$ cat config.mk
export PLATFORM = sky130hd
export DESIGN_NAME = window_fold_wrap_core
export DESIGN_NICKNAME = d
export VERILOG_FILES = /design/src/design/wfw_pkg.sv /design/src/design/wfw_window.sv /design/src/design/wfw_lane.sv /design/src/design/window_fold_wrap_core.sv
export SDC_FILE = /design/constraint.sdc
export NUM_CORES = 2
export LEC_CHECK = 0
export ABC_AREA = 0
export BUFFER_PORTS_ARGS = -buffer_cell sky130_fd_sc_hd__buf_2
export CORE_MARGIN = 10
export CORE_UTILIZATION = 55
export CTS_BUF_LIST = sky130_fd_sc_hd__clkbuf_2 sky130_fd_sc_hd__clkbuf_4 sky130_fd_sc_hd__clkbuf_8
export DETAILED_ROUTE_END_ITERATION = 10
export HOLD_SLACK_MARGIN = 0.02
export PLACE_DENSITY = 0.75
export SETUP_SLACK_MARGIN = 0.15
export SLEW_MARGIN = 10
export SYNTH_ARGS = -nofsm -noshare
export SYNTH_HDL_FRONTEND = slang
export SYNTH_SLANG_ARGS = --single-unit
export TNS_END_PERCENT = 30
$ cat constraint.sdc
create_clock -name i_clk -period 6.8 [get_ports i_clk]
set_input_delay 0.68 -clock i_clk [delete_from_list [all_inputs] [get_ports i_clk]]
set_output_delay 0.68 -clock i_clk [all_outputs]
set_load 0.03 [all_outputs]
$ cat src/design/wfw_pkg.sv
`default_nettype none
// ----------------------------------------------------------------------------
// wfw_pkg
// shared constants, types and helper functions of the window fold/wrap core
// ----------------------------------------------------------------------------
package wfw_pkg;

    localparam int PASS_LIMIT  = 10;
    localparam int FRAC_BITS   = 12;

    localparam int IN_W        = 17;
    localparam int OUT_W       = 20;
    localparam int CNT_OUT_W   = 4;
    localparam int KNOB_W      = 16;
    localparam int MODE_W      = 2;
    localparam int MASK_W      = 6;
    localparam int CFG_IDX_W   = 3;
    localparam int CFG_DATA_W  = 16;
    localparam int N_IN        = 6;
    localparam int N_LANES     = 4;
    localparam int N_CH        = 2;

    // working width of the fold datapath, room for the value to swing outside the window
    localparam int VAL_W       = 26;
    localparam int LOOP_W      = $clog2(PASS_LIMIT + 1);
    localparam int CMP_W       = (LOOP_W > CNT_OUT_W) ? LOOP_W : CNT_OUT_W;

    localparam int ONE         = 1 << FRAC_BITS;
    localparam int SIZE_MIN    = ONE / 2;
    localparam int SIZE_MAX    = 10 * ONE;
    localparam int OFFS_MAX    = 5 * ONE;
    localparam int OUT_MAX     = (1 << (OUT_W - 1)) - 1;
    localparam int CNT_MAX     = (1 << CNT_OUT_W) - 1;

    localparam int IN_TDATA_W  = ((N_IN * IN_W + 7) / 8) * 8;
    localparam int OUT_TDATA_W = ((N_LANES * (OUT_W + CNT_OUT_W) + 7) / 8) * 8;

    localparam logic [KNOB_W-1:0] SIZE_KNOB_RST = KNOB_W'(40960);

    // connected_mask bit positions
    localparam int MASK_SIG_A  = 0;
    localparam int MASK_SIG_B  = 1;
    localparam int MASK_SIZE_A = 2;
    localparam int MASK_OFFS_A = 4;

    typedef enum logic [CFG_IDX_W-1:0] {
        REG_SIZE_KNOB_A    = 3'd0,
        REG_SIZE_KNOB_B    = 3'd1,
        REG_OFFSET_KNOB_A  = 3'd2,
        REG_OFFSET_KNOB_B  = 3'd3,
        REG_MODE_BITS      = 3'd4,
        REG_CONNECTED_MASK = 3'd5
    } t_cfg_reg;

    // window of one channel, edges in doubled units
    typedef struct packed {
        logic signed [VAL_W-1:0] size;
        logic signed [VAL_W:0]   lo2;
        logic signed [VAL_W:0]   hi2;
        logic                    wrap;
    } t_window;

    typedef struct packed {
        logic busy;
        logic fin;
    } t_lane_status;

    function automatic logic signed [OUT_W-1:0] sat_out(input logic signed [VAL_W-1:0] v);
        logic signed [VAL_W-1:0] hi;
        logic signed [VAL_W-1:0] lo;
        hi = VAL_W'(OUT_MAX);
        lo = -hi - VAL_W'(1);
        if (v > hi) begin
            return OUT_W'(hi);
        end else if (v < lo) begin
            return OUT_W'(lo);
        end
        return v[OUT_W-1:0];
    endfunction

    function automatic logic [CNT_OUT_W-1:0] sat_cnt(input logic [LOOP_W-1:0] c);
        logic [CMP_W-1:0] cx;
        cx = CMP_W'(c);
        if (cx > CMP_W'(CNT_MAX)) begin
            return CNT_OUT_W'(CNT_MAX);
        end
        return cx[CNT_OUT_W-1:0];
    endfunction

endpackage
`default_nettype wire

$ cat src/design/wfw_window.sv
`default_nettype none
// ----------------------------------------------------------------------------
// wfw_window
// forms the clamped window of one channel from knobs and control voltages
// ----------------------------------------------------------------------------
module wfw_window (
    input  logic                                  i_clk,
    input  logic                                  i_load,
    input  logic [wfw_pkg::KNOB_W-1:0]            i_size_knob,
    input  logic signed [wfw_pkg::KNOB_W-1:0]     i_offs_knob,
    input  logic signed [wfw_pkg::IN_W-1:0]       i_size_cv,
    input  logic signed [wfw_pkg::IN_W-1:0]       i_offs_cv,
    input  logic                                  i_size_conn,
    input  logic                                  i_offs_conn,
    input  logic                                  i_wrap,
    output wfw_pkg::t_window                      o_win
);

    logic signed [wfw_pkg::IN_W:0]         cv_x;
    logic signed [wfw_pkg::IN_W:0]         cv_abs;
    logic signed [wfw_pkg::IN_W+1:0]       size_sum;
    logic signed [wfw_pkg::IN_W+1:0]       offs_sum;
    logic signed [wfw_pkg::VAL_W-1:0]      size_c;
    logic signed [wfw_pkg::VAL_W-1:0]      offs_c;
    logic signed [wfw_pkg::VAL_W:0]        offs2;
    wfw_pkg::t_window                      n_win;
    wfw_pkg::t_window                      r_win;

    always_comb begin
        cv_x   = (wfw_pkg::IN_W + 1)'(i_size_cv);
        cv_abs = '0;
        if (i_size_conn) begin
            cv_abs = (cv_x < 0) ? -cv_x : cv_x;
        end
        size_sum = $signed({3'b000, i_size_knob}) + (wfw_pkg::IN_W + 2)'(cv_abs);
        offs_sum = (wfw_pkg::IN_W + 2)'(i_offs_knob);
        if (i_offs_conn) begin
            offs_sum = offs_sum + (wfw_pkg::IN_W + 2)'(i_offs_cv);
        end

        if (int'(size_sum) < wfw_pkg::SIZE_MIN) begin
            size_c = wfw_pkg::VAL_W'(wfw_pkg::SIZE_MIN);
        end else if (int'(size_sum) > wfw_pkg::SIZE_MAX) begin
            size_c = wfw_pkg::VAL_W'(wfw_pkg::SIZE_MAX);
        end else begin
            size_c = wfw_pkg::VAL_W'(size_sum);
        end

        if (int'(offs_sum) < -wfw_pkg::OFFS_MAX) begin
            offs_c = wfw_pkg::VAL_W'(-wfw_pkg::OFFS_MAX);
        end else if (int'(offs_sum) > wfw_pkg::OFFS_MAX) begin
            offs_c = wfw_pkg::VAL_W'(wfw_pkg::OFFS_MAX);
        end else begin
            offs_c = wfw_pkg::VAL_W'(offs_sum);
        end

        offs2      = $signed({offs_c, 1'b0});
        n_win.size = size_c;
        n_win.lo2  = offs2 - (wfw_pkg::VAL_W + 1)'(size_c);
        n_win.hi2  = offs2 + (wfw_pkg::VAL_W + 1)'(size_c);
        n_win.wrap = i_wrap;
    end

    always_ff @(posedge i_clk) begin
        if (i_load) begin
            r_win <= n_win;
        end
    end

    assign o_win = r_win;

endmodule
`default_nettype wire

$ cat src/design/wfw_lane.sv
`default_nettype none
// ----------------------------------------------------------------------------
// wfw_lane
// folds or wraps one value into its window, one pass per cycle
// ----------------------------------------------------------------------------
module wfw_lane (
    input  logic                                  i_clk,
    input  logic                                  i_rst_n,
    input  logic                                  i_start,
    input  logic signed [wfw_pkg::VAL_W-1:0]      i_init,
    input  wfw_pkg::t_window                      i_win,
    output wfw_pkg::t_lane_status                 o_status,
    output logic signed [wfw_pkg::OUT_W-1:0]      o_value,
    output logic [wfw_pkg::CNT_OUT_W-1:0]         o_count
);

    logic                               r_busy;
    logic                               r_fin;
    logic signed [wfw_pkg::VAL_W-1:0]   r_val;
    logic [wfw_pkg::LOOP_W-1:0]         r_loops;

    logic signed [wfw_pkg::VAL_W:0]     v2;
    logic signed [wfw_pkg::VAL_W:0]     val_x;
    logic signed [wfw_pkg::VAL_W-1:0]   nv;
    logic signed [wfw_pkg::VAL_W:0]     nv2;
    logic                               in_win;
    logic                               last;

    always_comb begin
        v2    = $signed({r_val, 1'b0});
        val_x = (wfw_pkg::VAL_W + 1)'(r_val);
        nv    = r_val;
        if (v2 > i_win.hi2) begin
            nv = i_win.wrap ? r_val - i_win.size : wfw_pkg::VAL_W'(i_win.hi2 - val_x);
        end else if (v2 < i_win.lo2) begin
            nv = i_win.wrap ? r_val + i_win.size : wfw_pkg::VAL_W'(i_win.lo2 - val_x);
        end
        nv2    = $signed({nv, 1'b0});
        // an edge value is not inside, so it keeps passing until the limit
        in_win = (nv2 < i_win.hi2) && (nv2 > i_win.lo2);
        last   = in_win || (r_loops >= wfw_pkg::LOOP_W'(wfw_pkg::PASS_LIMIT));
    end

    always_ff @(posedge i_clk) begin
        if (!i_rst_n) begin
            r_busy <= 1'b0;
            r_fin  <= 1'b0;
        end else if (i_start) begin
            r_busy <= 1'b1;
            r_fin  <= 1'b0;
        end else if (r_busy && last) begin
            r_busy <= 1'b0;
            r_fin  <= 1'b1;
        end
    end

    always_ff @(posedge i_clk) begin
        if (i_start) begin
            r_val   <= i_init;
            r_loops <= '0;
        end else if (r_busy) begin
            r_val <= nv;
            if (!last) begin
                r_loops <= r_loops + 1'b1;
            end
        end
    end

    assign o_status.busy = r_busy;
    assign o_status.fin  = r_fin;
    assign o_value       = wfw_pkg::sat_out(r_val);
    assign o_count       = wfw_pkg::sat_cnt(r_loops);

endmodule
`default_nettype wire

$ cat src/design/window_fold_wrap_core.sv
`default_nettype none
// ----------------------------------------------------------------------------
// window_fold_wrap_core
// dual-channel window folder / wrapper with four parallel fold lanes
// ----------------------------------------------------------------------------
// One item is taken at a time. After acceptance the setup state forms both windows
// and seeds the four lanes (signal and negated signal of each channel), then
// each lane takes one fold or wrap pass per cycle until it finishes, 1 to
// PASS_LIMIT+1 passes (1 to 11), and the slowest lane sets the length. Once the
// last lane sets its finish flag the block moves to the done state, which loads
// the result into the output register as soon as that register is free, and
// s_axis_tready rises again with that load; a result left waiting on m_axis
// holds the next item's result until it is taken. Configuration writes land
// at once and are expected only while no item is in flight.
module window_fold_wrap_core (
    input  logic                                  i_clk,
    input  logic                                  i_rst_n,
    // configuration write port
    input  logic                                  i_cfg_we,
    input  logic [wfw_pkg::CFG_IDX_W-1:0]         i_cfg_addr,
    input  logic [wfw_pkg::CFG_DATA_W-1:0]        i_cfg_wdata,
    // input items
    input  logic                                  s_axis_tvalid,
    output logic                                  s_axis_tready,
    // sig_a, sig_b, size_cv_a, size_cv_b, offset_cv_a, offset_cv_b, zero pad
    input  logic [wfw_pkg::IN_TDATA_W-1:0]        s_axis_tdata,
    // result items
    output logic                                  m_axis_tvalid,
    input  logic                                  m_axis_tready,
    // main_a, inv_a, main_b, inv_b, folds_a, folds_inv_a, folds_b, folds_inv_b
    output logic [wfw_pkg::OUT_TDATA_W-1:0]       m_axis_tdata
);

    typedef enum logic [3:0] {
        ST_IDLE  = 4'b0001,
        ST_SETUP = 4'b0010,
        ST_RUN   = 4'b0100,
        ST_DONE  = 4'b1000
    } t_state;

    t_state                                    r_state;
    t_state                                    n_state;

    logic [wfw_pkg::KNOB_W-1:0]                r_size_knob [wfw_pkg::N_CH];
    logic [wfw_pkg::KNOB_W-1:0]                r_offs_knob [wfw_pkg::N_CH];
    logic [wfw_pkg::MODE_W-1:0]                r_mode;
    logic [wfw_pkg::MASK_W-1:0]                r_mask;

    logic [wfw_pkg::N_IN*wfw_pkg::IN_W-1:0]    r_in;
    logic signed [wfw_pkg::IN_W-1:0]           in_f [wfw_pkg::N_IN];

    logic                                      r_m_valid;
    logic [wfw_pkg::OUT_TDATA_W-1:0]           r_m_data;
    logic [wfw_pkg::OUT_TDATA_W-1:0]           n_m_data;

    logic                                      s_accept;
    logic                                      out_free;
    logic                                      setup;
    logic                                      all_fin;

    logic signed [wfw_pkg::VAL_W-1:0]          sig [wfw_pkg::N_CH];
    logic signed [wfw_pkg::VAL_W-1:0]          lane_init [wfw_pkg::N_LANES];
    wfw_pkg::t_window                          win [wfw_pkg::N_CH];
    wfw_pkg::t_lane_status                     lane_st [wfw_pkg::N_LANES];
    logic signed [wfw_pkg::OUT_W-1:0]          lane_val [wfw_pkg::N_LANES];
    logic [wfw_pkg::CNT_OUT_W-1:0]             lane_cnt [wfw_pkg::N_LANES];
    logic [wfw_pkg::N_LANES-1:0]               fin_vec;

    assign s_axis_tready = (r_state == ST_IDLE);
    assign s_accept      = s_axis_tvalid && s_axis_tready;
    assign out_free      = !r_m_valid || m_axis_tready;
    assign setup         = (r_state == ST_SETUP);

    // configuration registers
    always_ff @(posedge i_clk) begin
        if (!i_rst_n) begin
            r_size_knob[0] <= wfw_pkg::SIZE_KNOB_RST;
            r_size_knob[1] <= wfw_pkg::SIZE_KNOB_RST;
            r_offs_knob[0] <= '0;
            r_offs_knob[1] <= '0;
            r_mode         <= '0;
            r_mask         <= '0;
        end else if (i_cfg_we) begin
            case (wfw_pkg::t_cfg_reg'(i_cfg_addr))
                wfw_pkg::REG_SIZE_KNOB_A:    r_size_knob[0] <= i_cfg_wdata;
                wfw_pkg::REG_SIZE_KNOB_B:    r_size_knob[1] <= i_cfg_wdata;
                wfw_pkg::REG_OFFSET_KNOB_A:  r_offs_knob[0] <= i_cfg_wdata;
                wfw_pkg::REG_OFFSET_KNOB_B:  r_offs_knob[1] <= i_cfg_wdata;
                wfw_pkg::REG_MODE_BITS:      r_mode <= i_cfg_wdata[wfw_pkg::MODE_W-1:0];
                wfw_pkg::REG_CONNECTED_MASK: r_mask <= i_cfg_wdata[wfw_pkg::MASK_W-1:0];
                default: begin
                end
            endcase
        end
    end

    always_ff @(posedge i_clk) begin
        if (s_accept) begin
            r_in <= s_axis_tdata[wfw_pkg::N_IN*wfw_pkg::IN_W-1:0];
        end
    end

    always_comb begin
        for (int i = 0; i < wfw_pkg::N_IN; i++) begin
            in_f[i] = r_in[i*wfw_pkg::IN_W +: wfw_pkg::IN_W];
        end
        // unconnected A reads zero, unconnected B follows A
        sig[0] = r_mask[wfw_pkg::MASK_SIG_A] ? wfw_pkg::VAL_W'(in_f[0]) : '0;
        sig[1] = r_mask[wfw_pkg::MASK_SIG_B] ? wfw_pkg::VAL_W'(in_f[1]) : sig[0];
        for (int c = 0; c < wfw_pkg::N_CH; c++) begin
            lane_init[2*c]     = sig[c];
            lane_init[2*c + 1] = -sig[c];
        end
    end

    for (genvar c = 0; c < wfw_pkg::N_CH; c++) begin : g_ch
        wfw_window u_window (
            .i_clk       (i_clk),
            .i_load      (setup),
            .i_size_knob (r_size_knob[c]),
            .i_offs_knob ($signed(r_offs_knob[c])),
            .i_size_cv   (in_f[2 + c]),
            .i_offs_cv   (in_f[4 + c]),
            .i_size_conn (r_mask[wfw_pkg::MASK_SIZE_A + c]),
            .i_offs_conn (r_mask[wfw_pkg::MASK_OFFS_A + c]),
            .i_wrap      (r_mode[c]),
            .o_win       (win[c])
        );
    end

    for (genvar l = 0; l < wfw_pkg::N_LANES; l++) begin : g_lane
        wfw_lane u_lane (
            .i_clk    (i_clk),
            .i_rst_n  (i_rst_n),
            .i_start  (setup),
            .i_init   (lane_init[l]),
            .i_win    (win[l / 2]),
            .o_status (lane_st[l]),
            .o_value  (lane_val[l]),
            .o_count  (lane_cnt[l])
        );
        assign fin_vec[l] = lane_st[l].fin && !lane_st[l].busy;
    end

    assign all_fin = &fin_vec;

    // merge: pack the four lane results into one item
    always_comb begin
        n_m_data = '0;
        for (int l = 0; l < wfw_pkg::N_LANES; l++) begin
            n_m_data[l*wfw_pkg::OUT_W +: wfw_pkg::OUT_W] = lane_val[l];
            n_m_data[wfw_pkg::N_LANES*wfw_pkg::OUT_W + l*wfw_pkg::CNT_OUT_W +:
                     wfw_pkg::CNT_OUT_W] = lane_cnt[l];
        end
    end

    always_comb begin
        n_state = r_state;
        case (r_state)
            ST_IDLE:  if (s_accept) n_state = ST_SETUP;
            ST_SETUP: n_state = ST_RUN;
            ST_RUN:   if (all_fin) n_state = ST_DONE;
            ST_DONE:  if (out_free) n_state = ST_IDLE;
            default:  n_state = ST_IDLE;
        endcase
    end

    always_ff @(posedge i_clk) begin
        if (!i_rst_n) begin
            r_state   <= ST_IDLE;
            r_m_valid <= 1'b0;
        end else begin
            r_state <= n_state;
            if (r_state == ST_DONE && out_free) begin
                r_m_valid <= 1'b1;
            end else if (m_axis_tready) begin
                r_m_valid <= 1'b0;
            end
        end
    end

    always_ff @(posedge i_clk) begin
        if (r_state == ST_DONE && out_free) begin
            r_m_data <= n_m_data;
        end
    end

    assign m_axis_tvalid = r_m_valid;
    assign m_axis_tdata  = r_m_data;

endmodule
`default_nettype wire

After elaboration in Yosys (flattened, before gate mapping)

Memory sizes are Yosys's and may differ from the RTL's.
Cells that the tools add are included.

Bits in registers: 501
Input bits: 128
Memories: 2
Word-level logic and storage cells: 277
Memory bits (writable): 64
Output and inout port bits: 98

Reduce and logical (&&, ||, !) cells: 43
Mux-type cells: 107
Magnitude comparators: 42
Eq/ne operators: 12
Bitwise logic cells: 9
Add/subtract/negate cells: 32

Memories:

| memory      | words | width | read ports | clocked after memory_dff | write ports | RTL line                    | RTL |
|---|---|---|---|---|---|---|---|
| r_offs_knob | 2     | 16    | 2          | 0                        | 2           | window_fold_wrap_core.sv:45 | `logic [wfw_pkg::KNOB_W-1:0] r_offs_knob [wfw_pkg::N_CH];` |
| r_size_knob | 2     | 16    | 2          | 0                        | 2           | window_fold_wrap_core.sv:44 | `logic [wfw_pkg::KNOB_W-1:0] r_size_knob [wfw_pkg::N_CH];` |

Operator list:

| kind                                                  | number |
|---|---|
| two-way mux 26 bit                                    | 34 |
| subtractor 26 bit                                     | 12 |
| two-way mux 20 bit                                    | 12 |
| > comparator 27 bit                                   | 8 |
| < comparator 27 bit                                   | 8 |
| adder 26 bit                                          | 4 |
| > comparator 26 x 20 -> 1 bit (second input constant) | 4 |
| < comparator 26 x 20 -> 1 bit (second input constant) | 4 |
| two-way mux 18 bit                                    | 4 |
| two-way mux 16 bit                                    | 4 |
| adder 27 x 26 -> 27 bit                               | 2 |
| subtractor 27 x 26 -> 27 bit                          | 2 |
| negator 26 bit                                        | 2 |
| two-way mux 4 bit                                     | 11 |
| two-way mux 1 bit                                     | 39 |
| adder 17 x 18 -> 19 bit                               | 2 |
| > comparator 19 x 16 -> 1 bit (second input constant) | 2 |
| > comparator 19 x 17 -> 1 bit (second input constant) | 2 |
| < comparator 19 x 13 -> 1 bit (second input constant) | 2 |
| < comparator 19 x 16 -> 1 bit (second input constant) | 2 |
| two-way mux 19 bit                                    | 2 |
| adder 16 x 17 -> 18 bit                               | 2 |
| negator 17 -> 18 bit                                  | 2 |
| < comparator 17 x 1 -> 1 bit (second input constant)  | 2 |
| other kinds (24)                                      | 77 |

Depth between registers and ports, before layout

Depth in word-level cells: 10
Gate-level depth with buffers: 34
Gate-level depth less buffers: 33

By module

From an unflattened synthesis, not the netlist that was laid out.

Cell total of the unflattened synthesis: 7680
Area, all modules: 65440.3 um^2

Modules (own cells, without submodules):

| module                          | seq. area each (um^2) | area each (um^2) | instances | cells an instance |
|---|---|---|---|---|
| wfw_lane (g_lane[2].u_lane ...) | 900.9                 | 10327.4          | 2         | 1378 |
| wfw_lane (g_lane[1].u_lane)     | 900.9                 | 10727.8          | 1         | 1459 |
| wfw_lane (g_lane[0].u_lane)     | 900.9                 | 10331.2          | 1         | 1387 |
| window_fold_wrap_core           | 8127.8                | 9895.7           | 1         | 571 |
| wfw_window (g_ch[0].u_window)   | 2162.1                | 6988.0           | 1         | 763 |
| wfw_window (g_ch[1].u_window)   | 2162.1                | 6842.8           | 1         | 744 |

Worst setup path before layout

OpenSTA, ideal clock, no wires.

Kind: register to register
Start point: reg r_in[36] in the netlist's numbering
End point: reg g_ch[0].u_window.r_win (netlist bit g_ch[0].u_window.o_win[20]) (data pin)
Path buffers: 3
Cell stages (with the launch flop): 31
Arrival: 6.696 ns
Clock period less this slack: 6.830 ns
Library setup time: 0.134 ns
Slack: -0.030 ns
Data required time: 6.666 ns
Cell sequence: edfxtp_1 > or3_1 > or3_1 > o21ai_0 > xnor2_1 > and2_1 > ha_1 > clkbuf_1 > nand2_1 > nor3_1 > a21oi_1 > xnor2_1 > or4b_1 > o41ai_1 > a21o_1 > and2_1 > clkbuf_1 > nand2_1 > ha_1 > clkbuf_1 > nor2b_1 > o21ai_0 > a21oi_1 > o21ai_0 > a21oi_1 > o21a_1 > o31ai_1 > a2111o_1 > a21oi_1 > o311ai_0 > a22o_1

RTL lines:

| item                   | RTL line                    | RTL |
|---|---|---|
| start, declared        | window_fold_wrap_core.sv:49 | `logic [wfw_pkg::N_IN*wfw_pkg::IN_W-1:0] r_in;` |
| start signal, assigned | window_fold_wrap_core.sv:99 | `r_in <= s_axis_tdata[wfw_pkg::N_IN*wfw_pkg::IN_W-1:0];` |
| end signal, assigned   | wfw_window.sv:66            | `r_win <= n_win;` |
| end, declared          | wfw_window.sv:27            | `wfw_pkg::t_window r_win;` |

==> out/qor.yml <==
setup_path:
  critPathLaunchType: "flop"
  critical_path.slowest_cell: "or4_1"
  crit_fanout: 5
  r2r_setup_slack_ps: 30
  cp.arrival_ps: 7360
  cp.required_ps: 7390
  rr_endpoint: "g_ch[1].u_window.o_win[26]"
  r2r_start: "r_in[54]"
  crit_type: "flop to flop"
  crit_end: "g_ch[1].u_window.o_win[26]"
  worstSetupEndpointType: "flop"
  crit_start: "r_in[54]"
  reg2regPathDepth: 31
  cp_slowest_stage_delay_ps: 540
drt:
  ant_nets: 0
  drt-initial-drc-count: 6341
  wl_per_cell_um: 27.9
  firstDrtPassIters: 8
  routed_wl_um: 260000
  vias: 60200
  drt-vias-per-instance: 6.46
  drc_errors: 0
power:
  power_mw: 13.5
  p_per_area_mw_per_mm2: 190
  max-vdd-ir-drop_mv: 0.209
  leakage_nw: 31.7
placed_design:
  place.gp.congestion: 1.11
  placed_cell_area_mm2: 0.0671
  io_buffers: 223
  dp_hpwl_um: 211000
  dp.cells: 9062
yosys:
  ys_ff_latch: 547
  synth_cell_types: 93
  synth-edff-count: 510
  yosysWarnings: 0
  synthFlopType: "edfxtp_1"
  synth_async_sr_flop_share_pct: 0
  synth_cells: 7035
  synthesis.area_mm2: 0.0607
  syn_area_per_cell_um2: 8.63
  ys_seq_area_share_pct: 26.4
die:
  rows: 121
  die_y_um: 352
  ios: 226
  initial_core_util_pct: 55.6
  die_w_um: 352
  die_area_mm2: 0.124
  core-area_mm2: 0.109
layout:
  fin_cells: 9313
  area_growth_pct: 17.3
  design_area_mm2: 0.0712
  multi_input_area_mm2: 0.0435
  drive_above_1_share_pct: 17.2
  seq_area_mm2: 0.0161
  nFillCells: 9186
  final_net_count: 8868
clocking:
  cts_root_buffer: "clkbuf_8"
  clk_latency_ps: 840
  clk_path_buf_depth: 3
  cts_tree: "built"
  cts.sinks: 547
  cts.clk_slew.worst_paths_ps: 60
  htreeDepth: 3
  cts_buffers: 96
sta:
  fmax_mhz: 148
  tightest_slew_ps: 1230
  rsz0062_at_grt: "yes"
  finalSetupViolCount: 0
  period_needed_ps: 6770
  hold-worst-slack_ps: 58.6
  fin_tns_setup_ps: 0
  slew_violations: 0
  fin_crit_sh_pct: 99.6
  relSlewSlack_pct: 17.2
  final_hold_viol_count: 0
  skew_ps: 86.9
hold_path:
  hold_class: "input pin to flop"
grt:
  gr-total-overflow: 0
  grt_pass1_vias: 56800
  grt_antenna_before_repair: 7
  track_usage_pct: 39.4
  grt_pass1_wl_um: 369000
  grt_max_degree: 155
status:
  status: "finished, final reports clean"
flow_run:
  cap_viol_max_count: 0
## how the worst min path moves through the flow
stage,startpoint,to,slack (ps),cells past startpoint
3_3_place_gp,r_mode[1],g_ch[1].u_window.o_win[0],420,0
4_1_cts,s_axis_tdata[48],r_in[48],20,1
3_5_place_dp,r_mode[1],g_ch[1].u_window.o_win[0],410,0
6_report,s_axis_tdata[99],r_in[99],60,1
5_1_grt,s_axis_tdata[42],r_in[42],30,1
2_1_floorplan,r_mode[0],g_ch[0].u_window.o_win[0],410,0
## power breakdown
part           internal [mW]  total, mW  switching [mW]
combinational           2.30       5.67            3.38
sequential              4.01       4.29           0.281
clock                   1.92       3.55            1.64
## registers in the layout (all words and copies together), names as in the netlist
register,flops
g_ch.u_window.o_win,144
g_lane.u_lane.r_val,104
r_in,102
m_axis_tdata,96
r_offs_knob,32
r_size_knob,32
g_lane.u_lane.r_loops,16
r_mask,6
g_lane.u_lane.r_busy,4
g_lane.u_lane.r_fin,4
r_state,4
r_mode,2
m_axis_tvalid,1
## layout by cell type (no fill, tap or decap), drive strengths merged, types with 24 or more instances in the layout
master     n
ha       963
buf      824
a21oi    642
nor2     566
inv      523
edfxtp   510
o21ai    464
nand2    408
xnor2    337
a21o     305
a211oi   139
o21a     132
nor3     131
xor2     128
clkbuf   127
nor2b    121
nand2b   116
nand3    105
nand4    104
and2      93
mux2i     83
a31oi     77
o21bai    73
o211ai    67
o31ai     53
and3      44
or3       42
dfxtp     37
clkinv    36
nor4      35
a211o     29
a2111oi   29
or2       24
a21boi    24
fa        24
## critical path: cells and delay by family (launching register included)
kind | cells | cell delay [ps]
simple gates | 8 | 1490
flops | 1 | 450
buf+inv | 3 | 380
fa+ha+maj | 2 | 630
compound gates | 16 | 3360
xor+xnor | 2 | 260
## timing repair
item                       in CTS  in global routing
hold buffers                    1                  0
setup endpoints to repair      51                 89
buffers inserted               13                 55
resized for setup              43                296
pin swaps                      11                126
cloned                          0                  0
hold endpoints to repair        1                  0
## Yosys cell counts, types with 19 or more instances
library cell / number / share of area (%)
ha_1: 963 / 20
a21oi_1: 641 / 5.3
nor2_1: 565 / 3.5
inv_1: 517 / 3.2
edfxtp_1: 510 / 25
o21ai_0: 460 / 3.8
nand2_1: 408 / 2.5
xnor2_1: 337 / 4.9
a21o_1: 305 / 3.8
clkbuf_1: 202 / 1.2
a211oi_1: 139 / 1.7
o21a_1: 132 / 1.6
nor3_1: 131 / 1.1
xor2_1: 128 / 1.8
nor2b_1: 121 / 1.2
nand2b_1: 116 / 1.2
nand3_1: 104 / 0.86
nand4_1: 104 / 1.1
and2_1: 91 / 0.94
mux2i_1: 83 / 1.4
a31oi_1: 76 / 0.78
o21bai_1: 73 / 0.90
o211ai_1: 67 / 0.83
o31ai_1: 53 / 0.66
and3_1: 44 / 0.45
or3_1: 42 / 0.43
dfxtp_1: 37 / 1.2
nor4_1: 35 / 0.36
a211o_1: 29 / 0.42
a2111oi_0: 27 / 0.39
a21boi_0: 24 / 0.30
fa_1: 24 / 0.79
or2_2: 24 / 0.25
a41oi_1: 22 / 0.32
o41ai_1: 22 / 0.32
o22ai_1: 20 / 0.21
a221oi_1: 19 / 0.27
buf_1: 19 / 0.12
mux2_2: 19 / 0.35
or4_1: 19 / 0.23
## through the flow
stage / util, % / setup slack, ps
2_1_floorplan: - / 140
3_3_place_gp: 61.4 / -378
3_5_place_dp: 61.4 / -391
4_1_cts: 63.6 / 26.8
5_1_grt: 65.2 / -243
6_report: 65.2 / 29.7
## per-layer routing
metal / GRT usage [%] / wire [um]
met5: 0 / 13
met4: 31.9 / 26600
met3: 7.19 / 22800
met2: 62.4 / 114000
met1: 46.6 / 96100
## cell type report
cell class	count	area share, %
clock buffers	127	2.27
flip-flops and latches	547	22.5
well taps	1476	2.59
inverters	521	2.76
multi-input cells	5762	61.1
clock inverters	51	0.745
diodes	4	0.0140
repair buffers	825	8.03
## logic make-up after synthesis
group	synth area share, %
AO/OA/AOI/OAI	24.7
AND/OR/NAND/NOR	15.2
adder cells (fa/ha/maj)	20.6
buffers and inverters	4.59
flip-flops	26.4
XOR/XNOR	6.71
multiplexers	1.75
other	0.0124
No activity file was read; power rests on OpenSTA's default activity.
